$ cat src/sv/mac_forwarding_table_assert.svh
// Assertion macros for the forwarding table.
// Included by the top level; no other dependencies.
`ifndef MAC_FORWARDING_TABLE_ASSERT_SVH
`define MAC_FORWARDING_TABLE_ASSERT_SVH
`ifndef SYNTH
`define MFT_ASSERT_SAME(label, clk, rst_n, ante, cons) \
    label: assert property (@(posedge clk) disable iff (!rst_n) (ante) |-> (cons)) \
        else $error("forwarding table check failed");
`define MFT_ASSERT_NEXT(label, clk, rst_n, ante, cons) \
    label: assert property (@(posedge clk) disable iff (!rst_n) (ante) |=> (cons)) \
        else $error("forwarding table check failed");
`else
`define MFT_ASSERT_SAME(label, clk, rst_n, ante, cons)
`define MFT_ASSERT_NEXT(label, clk, rst_n, ante, cons)
`endif
`endif

$ cat src/sv/mft_pkg.sv
// Shared types and constants of the forwarding table.
// No dependencies; used by mft_store, mft_ctrl and the top level.
`timescale 1ns / 1ps
`default_nettype none
package mft_pkg;
    localparam int CAPACITY = 256;
    localparam int IDX_W    = $clog2(CAPACITY);
    localparam int CNT_W    = 9;

    localparam logic [2:0] OP_LEARN      = 3'd0;
    localparam logic [2:0] OP_LOOKUP     = 3'd1;
    localparam logic [2:0] OP_ADD_STATIC = 3'd2;
    localparam logic [2:0] OP_TICK       = 3'd3;
    localparam logic [2:0] OP_AGE        = 3'd4;
    localparam logic [2:0] OP_FLUSH_PORT = 3'd5;
    localparam logic [2:0] OP_FLUSH_VLAN = 3'd6;
    localparam logic [2:0] OP_UNUSED     = 3'd7;

    typedef struct packed {
        logic [2:0]  operation;
        logic [47:0] mac_address;
        logic [11:0] vlan_id;
        logic [7:0]  port_number;
    } t_req;

    typedef struct packed {
        logic           found;
        logic [7:0]     port_out;
        logic           learned_new;
        logic           full_error;
        logic [CNT_W-1:0] removed_count;
        logic [CNT_W-1:0] live_count;
    } t_rsp;

    typedef struct packed {
        logic        pinned;
        logic [47:0] mac;
        logic [11:0] vlan;
        logic [7:0]  port;
        logic [31:0] stamp;
    } t_entry;

    typedef struct packed {
        logic             we;
        logic [IDX_W-1:0] addr;
        t_entry           wdata;
    } t_mem_req;

    typedef enum logic [1:0] {
        ST_IDLE,
        ST_SCAN,
        ST_WRITE,
        ST_DONE
    } t_state;
endpackage
`default_nettype wire

$ cat src/sv/mft_ctrl.sv
// Operation sequencer: scans the entry memory, keeps valid bits, time and count.
// Depends on mft_pkg; drives the port of mft_store.
`timescale 1ns / 1ps
`default_nettype none
module mft_ctrl (
    input  wire logic              i_clk,
    input  wire logic              i_rst_n,
    input  wire logic              i_req_valid,
    output logic                   o_req_ready,
    input  wire mft_pkg::t_req     i_req,
    input  wire logic [30:0]       i_aging_limit,
    output mft_pkg::t_mem_req      o_mem,
    input  wire mft_pkg::t_entry   i_rd_data,
    output logic                   o_res_valid,
    input  wire logic              i_res_take,
    output mft_pkg::t_rsp          o_res
);
    import mft_pkg::*;

    t_state r_state, n_state;

    logic [CAPACITY-1:0] r_valid;
    logic [CNT_W-1:0]    r_total;
    logic [31:0]         r_time;

    logic [2:0]  r_op;
    logic [47:0] r_mac;
    logic [11:0] r_vlan;
    logic [7:0]  r_port;

    logic             r_issuing;
    logic [IDX_W-1:0] r_addr;
    logic             r_rd_vld;
    logic [IDX_W-1:0] r_rd_idx;

    logic             r_hit;
    logic [IDX_W-1:0] r_hit_idx;
    logic             r_hit_static;
    logic [7:0]       r_hit_port;
    logic             r_free;
    logic [IDX_W-1:0] r_free_idx;

    logic             r_found;
    logic [7:0]       r_port_out;
    logic             r_learned;
    logic             r_full;
    logic [CNT_W-1:0] r_removed;

    logic        accept;
    logic        key_op;
    logic        slot_live;
    logic        key_match;
    logic [31:0] age;
    logic        kill;
    logic        scan_end;

    assign accept    = i_req_valid && o_req_ready;
    assign key_op    = (r_op == OP_LEARN) || (r_op == OP_LOOKUP) || (r_op == OP_ADD_STATIC);
    assign slot_live = r_valid[r_rd_idx];
    assign key_match = (i_rd_data.mac == r_mac) && (i_rd_data.vlan == r_vlan);
    assign age       = r_time - i_rd_data.stamp;
    assign scan_end  = !r_issuing && !r_rd_vld;

    always_comb begin
        unique case (r_op)
            OP_AGE:        kill = !i_rd_data.pinned && (age > {1'b0, i_aging_limit});
            OP_FLUSH_PORT: kill = (i_rd_data.port == r_port);
            OP_FLUSH_VLAN: kill = (i_rd_data.vlan == r_vlan);
            default:       kill = 1'b0;
        endcase
    end

    always_comb begin
        n_state     = r_state;
        o_req_ready = 1'b0;
        o_res_valid = 1'b0;
        o_mem.we    = 1'b0;
        o_mem.addr  = r_addr;
        o_mem.wdata = '{pinned: (r_op == OP_ADD_STATIC), mac: r_mac, vlan: r_vlan,
                        port: r_port, stamp: r_time};
        unique case (r_state)
            ST_IDLE: begin
                o_req_ready = 1'b1;
                if (i_req_valid) begin
                    if ((i_req.operation == OP_TICK) || (i_req.operation == OP_UNUSED)) begin
                        n_state = ST_DONE;
                    end else begin
                        n_state = ST_SCAN;
                    end
                end
            end
            ST_SCAN: begin
                if (scan_end) begin
                    n_state = key_op ? ST_WRITE : ST_DONE;
                end
            end
            ST_WRITE: begin
                // An existing key is rewritten in place; learn leaves static entries alone.
                if (r_hit) begin
                    o_mem.addr = r_hit_idx;
                    o_mem.we   = (r_op == OP_ADD_STATIC) ||
                                 ((r_op == OP_LEARN) && !r_hit_static);
                end else begin
                    o_mem.addr = r_free_idx;
                    o_mem.we   = r_free && (r_op != OP_LOOKUP);
                end
                n_state = ST_DONE;
            end
            ST_DONE: begin
                o_res_valid = 1'b1;
                if (i_res_take) begin
                    n_state = ST_IDLE;
                end
            end
            default: n_state = ST_IDLE;
        endcase
    end

    always_ff @(posedge i_clk) begin
        if (!i_rst_n) begin
            r_state   <= ST_IDLE;
            r_valid   <= '0;
            r_total   <= '0;
            r_time    <= '0;
            r_issuing <= 1'b0;
            r_rd_vld  <= 1'b0;
        end else begin
            r_state <= n_state;
            if (accept && (i_req.operation == OP_TICK)) begin
                r_time <= r_time + 32'd1;
            end
            if (accept) begin
                r_issuing <= (i_req.operation != OP_TICK) && (i_req.operation != OP_UNUSED);
            end else if (r_issuing && (r_addr == IDX_W'(CAPACITY - 1))) begin
                r_issuing <= 1'b0;
            end
            r_rd_vld <= r_issuing;
            if (r_rd_vld && slot_live && !key_op && kill) begin
                r_valid[r_rd_idx] <= 1'b0;
                r_total           <= r_total - CNT_W'(1);
            end
            if ((r_state == ST_WRITE) && !r_hit && r_free && (r_op != OP_LOOKUP)) begin
                r_valid[r_free_idx] <= 1'b1;
                r_total             <= r_total + CNT_W'(1);
            end
        end
    end

    always_ff @(posedge i_clk) begin
        if (accept) begin
            r_op         <= i_req.operation;
            r_mac        <= i_req.mac_address;
            r_vlan       <= i_req.vlan_id;
            r_port       <= i_req.port_number;
            r_addr       <= '0;
            r_hit        <= 1'b0;
            r_free       <= 1'b0;
            r_found      <= 1'b0;
            r_port_out   <= '0;
            r_learned    <= 1'b0;
            r_full       <= 1'b0;
            r_removed    <= '0;
        end else if (r_issuing) begin
            r_addr <= r_addr + IDX_W'(1);
        end
        r_rd_idx <= r_addr;
        if (r_rd_vld) begin
            if (slot_live && key_match && !r_hit) begin
                r_hit        <= 1'b1;
                r_hit_idx    <= r_rd_idx;
                r_hit_static <= i_rd_data.pinned;
                r_hit_port   <= i_rd_data.port;
            end
            if (!slot_live && !r_free) begin
                r_free     <= 1'b1;
                r_free_idx <= r_rd_idx;
            end
            if (slot_live && !key_op && kill) begin
                r_removed <= r_removed + CNT_W'(1);
            end
        end
        if (r_state == ST_WRITE) begin
            if (r_op == OP_LOOKUP) begin
                r_found    <= r_hit;
                r_port_out <= r_hit ? r_hit_port : 8'd0;
            end else begin
                r_learned <= !r_hit && r_free;
                r_full    <= !r_hit && !r_free;
            end
        end
    end

    assign o_res = '{found: r_found, port_out: r_port_out, learned_new: r_learned,
                     full_error: r_full, removed_count: r_removed, live_count: r_total};
endmodule
`default_nettype wire

$ cat config.mk
export PLATFORM = sky130hd
export DESIGN_NAME = mft_ctrl
export DESIGN_NICKNAME = d
export VERILOG_FILES = /design/src/sv/mac_forwarding_table_assert.svh /design/src/sv/mft_pkg.sv /design/src/sv/mft_ctrl.sv
export SDC_FILE = /design/constraint.sdc
export NUM_CORES = 1
export LEC_CHECK = 0
export ABC_AREA = 1
export BUFFER_PORTS_ARGS = -buffer_cell sky130_fd_sc_hd__buf_2
export CAP_MARGIN = 20
export CORE_MARGIN = 2
export CORE_UTILIZATION = 40
export CTS_BUF_LIST = sky130_fd_sc_hd__clkbuf_4 sky130_fd_sc_hd__clkbuf_8
export CTS_CLUSTER_DIAMETER = 100
export DETAILED_ROUTE_END_ITERATION = 7
export GPL_TIMING_DRIVEN = 0
export PLACE_DENSITY = 0.68
export SLEW_MARGIN = 20
export SYNTH_ARGS = -nofsm -noshare
export SYNTH_HDL_FRONTEND = slang
export SYNTH_SLANG_ARGS = --single-unit
$ cat constraint.sdc
create_clock -name i_clk -period 5.62 [get_ports i_clk]
set_input_delay 0.281 -clock i_clk [delete_from_list [all_inputs] [get_ports i_clk]]
set_output_delay 0.281 -clock i_clk [all_outputs]
set_load 0.01 [all_outputs]
==> run metrics, run 1 <==
status finished clean; reg2reg end r_total[7]; reg2reg setup slack 0.31 ns; Synth Cell Area 0.0241 mm²; CTS Sinks 435; Final ANT Viol Nets 0; Row Count 90; gr usage total 31.1%; Main synth FF type dfxtp_1; CTS clock-pin slew for the worst setup and hold paths 0.07 ns; top-area cell type share of the netlist area 28.1%; post-CTS setup buffers 0; RSZ-0062 raised after global routing true; largest net degree at the start of global routing 43; num ports 348; Max Cap Viol 0; yosys warns 0; library cells used by synthesis 46; Initial Util 40.2%; FF-to-FF Start r_state[0]; global-route congestion overflow total 0; top post-synthesis cells by count nand2_1, nor2_1, a21oi_1, nand3_1, dfxtp_1; maximum fanout along the worst path 17; routability cong. 0.993; Placeable Area 0.0600 mm²; layout cells sized above 1 14.3%; Synth Instances 3561; initial antenna violation count 6; CTS Buffer Depth 3; TritonCTS clock tree yes; most frequent cell after synthesis nand2_1; vias in the first global route 25100; crit path DAT 5.85 ns; worst hold path class input port to flop; Worst slew margin 11.8%; Async SR Flop Fraction 0%; Tightest Pin Transition 1.32 ns; Root Buffer clkbuf_8; via density per instance 5.57; Die ar. 0.0623 mm²; leakage 11.6 nW; final hold violation count 0; crit path to r_total[7]; H-tree depth 3; Critical Path RT 6.15 ns; Final setup viols 0; top cells by area, synth dfxtp_1, nand2_1, edfxtp_1; period utilisation layout 94.6%; worst hold stages 4; wire per inst 20.4 µm; global-route wire length before repair 148 mm; DRC 0; detailed-route via count 27400; Post-synth EDFFs 96; VDD IR max 240 µV; DP HPWL 68.1 mm; Clk Latency, worst-skew pair 0.69 ns; FF+latch count, synth 435; PwrDens 306 mW/mm²; Final Critical Period 5.31 ns; setup_tns 0 ns; mean area per synthesized cell 6.77 µm²; Die H 250 µm; crit path from r_state[0]; IO Port Bufs 347; kind of end point of the critical path flop; f_max 0.188 GHz; cells on worst reg2reg path 21; P&R area growth vs syn 22.2%; Initial DRC Count 4004; worst clock skew 0.0415 ns; worst setup path class flop to flop; Seq/Total Area, Yosys 40.1%; 1st-pass router iterations 6; CTS Buf Count 76; NumNets Final 4356; Syn Nets 3846; Routed WL 100 mm; post-synth top area cell dfxtp_1; PnR Total Power 9.01 mW; chip width 250 µm; Max Slew Vio Count 0; worst hold start i_req_valid; startpoint types flop
==> kinds of logic (layout without fill, tap and decap cells) <==
logic type	after synthesis	in the layout	share of synthesized area [%]
other	0	3	0
buffers and inverters	426	994	7.09
xor gates and xnor gates	89	89	3.23
DFF	435	435	40.1
AOI/OAI and AO/OA	462	462	10.0
adders and majority gates	78	78	4.11
and+or+nand+nor	2071	2071	35.4
==> critical path: stages, from the launching register on <==
cell      delay (ns)
dfxtp_1         0.35
inv_1           0.10
ha_1            0.40
inv_1           0.11
a21oi_1         0.25
nand2_1         0.13
nor2_2          0.80
inv_1           0.37
clkbuf_1        0.48
buf_1           0.48
ha_1            0.48
a21oi_1         0.16
nand2_1         0.09
a21oi_1         0.15
inv_1           0.05
a21oi_1         0.21
nor2_1          0.06
o21ai_0         0.15
nand2_1         0.08
xor2_1          0.14
nand2_1         0.06
a21oi_1         0.06
==> stage by stage <==
stage | cell area (µm²) | util (%) | std cells | setup slack, ns | hold slack (ns)
CTS | 29400 | 48.9 | 4910 | 0.00120 | 0.0149
detailed placement | 26900 | 44.9 | 4694 | -0.705 | 0.341
finish | 29500 | 49.1 | 4914 | 0.306 | 0.0471
global placement | 26800 | 44.7 | 4690 | -0.743 | 0.333
floorplan | 24100 | - | 3561 | 1.25 | 0.331
global route | 29500 | 49.1 | 4912 | -0.00343 | 0.0403
==> placed cells by master, fill, tap and decap left out, types with 78 or more instances in the layout <==
cell type      instances
buf_2                377
a21oi_1              350
clkbuf_8              88
clkbuf_1             122
dlygate4sd3_1         80
nand3_1              340
inv_1                215
dfxtp_1              339
nor2_1               447
nand2_1             1134
edfxtp_1              96
nand4_1               78
==> where the power goes <==
part	leakage [nW]	internal, mW	switching (mW)
sequential	3.62	3.42	0.157
clock	0.853	1.78	1.45
combinational	7.09	0.553	1.66
total	11.6	5.75	3.26
==> routing by layer <==
metal | vias to the layer above | routed length, µm | GRT usage [%]
met1 | 12600 | 38900 | 40.3
met4 | 6 | 5650 | 15.9
li1 | 12700 | - | -
met5 | - | 41 | 0
met3 | 429 | 13200 | 9.18
met2 | 1706 | 42400 | 46.8
==> registers in the layout, summed over array words and instances, names as in the netlist <==
signal	count
r_addr	8
r_found	1
r_free	1
r_free_idx	8
r_full	1
r_hit	1
r_hit_idx	8
r_hit_port	8
r_hit_static	1
r_issuing	1
r_learned	1
r_mac	48
r_op	3
r_port	8
r_port_out	8
r_rd_idx	8
r_rd_vld	1
r_removed	9
r_state	2
r_time	32
r_total	9
r_valid	256
r_vlan	12
==> cell type report <==
| class | instances | area, µm² |
|---|---|---|
| diodes | 3 | 7.51 |
| multi-input cells | 2700 | 12800 |
| clock buffers | 112 | 1390 |
| clock inverters | 24 | 229 |
| plain buffers | 207 | 956 |
| repair buffers | 432 | 2580 |
| flip-flops and latches | 435 | 9670 |
| well taps | 782 | 978 |
| fillers | 6039 | 30600 |
| inverters | 219 | 825 |
==> worst min-delay path by stage <==
stage | end | slack [ns]
2_1_floorplan | r_rd_idx[3] | 0.33
3_3_place_gp | r_rd_idx[3] | 0.33
3_5_place_dp | r_rd_idx[3] | 0.34
4_1_cts | r_found | 0.01
5_1_grt | r_found | 0.04
6_report | r_found | 0.05
==> timing repair <==
item | 4_1_cts | 5_1_grt
setup endpoints to repair | 274 | 274
hold buffers | 80 | 0
resized for setup | 10 | 82
pin swaps | 0 | 0
endpoints found under the hold margin | 82 | 0
Note: power is estimated with default switching activity, not from simulation.
==> run 2: changes to the inputs <==
--- a/config.mk
+++ b/config.mk
@@ -15,3 +15,2 @@
 export DETAILED_ROUTE_END_ITERATION = 7
-export GPL_TIMING_DRIVEN = 0
 export PLACE_DENSITY = 0.68
--- a/constraint.sdc
+++ b/constraint.sdc
@@ -3,2 +3,2 @@
 set_output_delay 0.281 -clock i_clk [all_outputs]
-set_load 0.01 [all_outputs]
+set_load 0.05 [all_outputs]
==> run 2 against run 1 <==
  * Hold slack improved by 0.0041 ns
  * Clock power decreased by 1%
  * Die area unchanged
  * Power increased by 2.0%
  * Cell count decreased by 2.9%
  * First-iteration DRC count decreased by 24%
  * Non-clock buffer count decreased by 143
  * Highest routed layer unchanged
  * Via count decreased by 6.0%
  * Clock skew decreased by 0.0035 ns
  * Count of clock-buffer cells in the layout increased by 11
==> run metrics, run 2 (synthesis gave the netlist of run 1 again) <==
DRC 0 (unchanged); Placeable Area 0.0600 mm² (unchanged); gr usage total 27.8% (was 31.1%); chip width 250 µm (unchanged); final hold violation count 0 (unchanged); startpoint types flop (unchanged); Reg with most FFs r_valid (unchanged); Final ANT Viol Nets 0 (unchanged); Largest register FFs 256 (unchanged); setup_tns 0 ns (unchanged); Initial Util 40.2% (unchanged); critical path's most frequent cell nand2_1 (was a21oi_1); Root Buffer clkbuf_8 (unchanged); leading registers by flop count r_valid: 256 flops, r_mac: 48 flops, r_time: 32 flops (unchanged); f_max 0.199 GHz (was 0.188 GHz); Tightest Pin Transition 1.20 ns (was 1.32 ns); Final setup viols 0 (unchanged); wire per inst 18.6 µm (was 20.4 µm); Critical Path RT 6.14 ns (was 6.15 ns); CTS Buf Count 77 (was 76); leakage 11.4 nW (was 11.6 nW); H-tree depth 3 (unchanged); CTS Sinks 435 (unchanged); NumNets Final 4214 (was 4356); 1st-pass router iterations 6 (unchanged); Max Slew Vio Count 0 (unchanged); most common cell after layout, fill and taps aside nand2_1 (unchanged); Row Count 90 (unchanged); Worst path max stage delay 0.38 ns (was 0.80 ns); kind of end point of the critical path flop (unchanged); via density per instance 5.39 (was 5.57); layout cells sized above 1 15.0% (was 14.3%); GRT met2 Usage 42.6% (was 46.8%); CTS clock-pin slew for the worst setup and hold paths 0.06 ns (was 0.07 ns); maximum fanout along the worst path 17 (unchanged); Initial DRC Count 3051 (was 4004); largest net degree at the start of global routing 175 (was 43); VDD IR max 232 µV (was 240 µV); Final Critical Period 5.02 ns (was 5.31 ns); global-route congestion overflow total 0 (unchanged); crit path DAT 5.54 ns (was 5.85 ns); Max Cap Viol 0 (unchanged); detailed-route via count 25700 (was 27400); most crowded layer after global routing met2 (unchanged); routability cong. 0.931 (was 0.993); RSZ-0062 raised after global routing false (was true); CTS Buffer Depth 3 (unchanged); vias in the first global route 24200 (was 25100); Clk Latency, worst-skew pair 0.69 ns (about the same); initial antenna violation count 3 (was 6); global-route wire length before repair 138 mm (was 148 mm); TritonCTS clock tree yes (unchanged); Worst slew margin 19.8% (was 11.8%); period utilisation layout 89.3% (was 94.6%); DP HPWL 56.0 mm (was 68.1 mm); worst clock skew 0.0380 ns (was 0.0415 ns); met3 Use GR 6.33% (was 9.18%); worst setup path class flop to flop (unchanged); met1 usage in global routing 37.8% (was 40.3%); Hold WS 0.0513 ns (was 0.0471 ns); num ports 348 (unchanged); PwrDens 314 mW/mm² (was 306 mW/mm²); IO Port Bufs 347 (unchanged); worst hold path class input port to flop (unchanged); most frequent cells in the layout nand2_1, nor2_1, a21oi_1 (was nand2_1, nor2_1, buf_2); Slowest-stage cell, CP fa_1 (was nor2_2); P&R area growth vs syn 21.3% (was 22.2%); Die ar. 0.0623 mm² (unchanged); Die H 250 µm (unchanged); Routed WL 88.8 mm (was 100 mm); status finished clean (unchanged)
-- run 2: cell count changes in the layout (fill, tap and decap cells not counted), sizes merged --
cell / change
bufinv: -2
diode: -1
clkinv: -5
clkbuf: -130
buf: -2
clkinvlp: -2
-- run 2: final timing paths --
check	startpoint	endpoint	slack (ns)	depth (start not counted)
max	r_time[0]	r_valid[201]	0.60	42
min	i_res_take	r_state[1]	0.05	4
max reg2reg	r_time[0]	r_valid[201]	0.60	42
min reg2reg	r_addr[3]	r_rd_idx[3]	0.35	0
-- run 2: stage by stage --
stage               util [%]  std cells  power, mW  cell area [µm²]  worst slack [ns]
global route            48.7       4772       9.49            29300            0.0386
CTS                     48.6       4764       9.16            29200             0.492
finish                  48.7       4772       9.18            29300             0.603
global placement        44.5       4545       5.95            26700             0.555
floorplan                  -       3561       5.10            24100             0.911
detailed placement      44.5       4546       5.95            26700             0.551
-- run 2: report_power, final --
part / total [mW] / switching, mW / internal [mW] / leakage [nW]
logic: 2.40 / 1.85 / 0.554 / 6.93
clock network: 3.18 / 1.41 / 1.77 / 0.874
registers: 3.61 / 0.184 / 3.42 / 3.62
total: 9.18 / 3.44 / 5.75 / 11.4
-- run 2: layer usage --
metal  up-vias  wire (µm)
met5         -         13
met4         2       3290
met1     11900      37200
met3       224       9240
li1      12400          -
met2      1291      39100
-- run 2: timing repair --
action                                  CTS  global route
hold buffers                             80             0
endpoints found under the setup margin    0           212
setup buffers                             0             5
resized for setup                         0             7
endpoints found under the hold margin    83             0
-- run 2: final cells by class --
class,count,area (µm²)
sequential,435,9670
multi-input combinational,2700,12900
antenna,2,5.00
timing repair buffer,496,3250
clock buffer,123,1470
fill,5944,30800
clock inverter,15,178
inverter,219,830
tap,782,978
-- run 2: worst max-delay path: cells and delay by family (launching register included) --
kind / cells / cell delay (ns)
flops: 1 / 0.34
xor+xnor: 1 / 0.15
fa+ha+maj: 3 / 0.80
simple gates: 30 / 2.54
buf+inv: 5 / 0.64
compound gates: 3 / 0.35
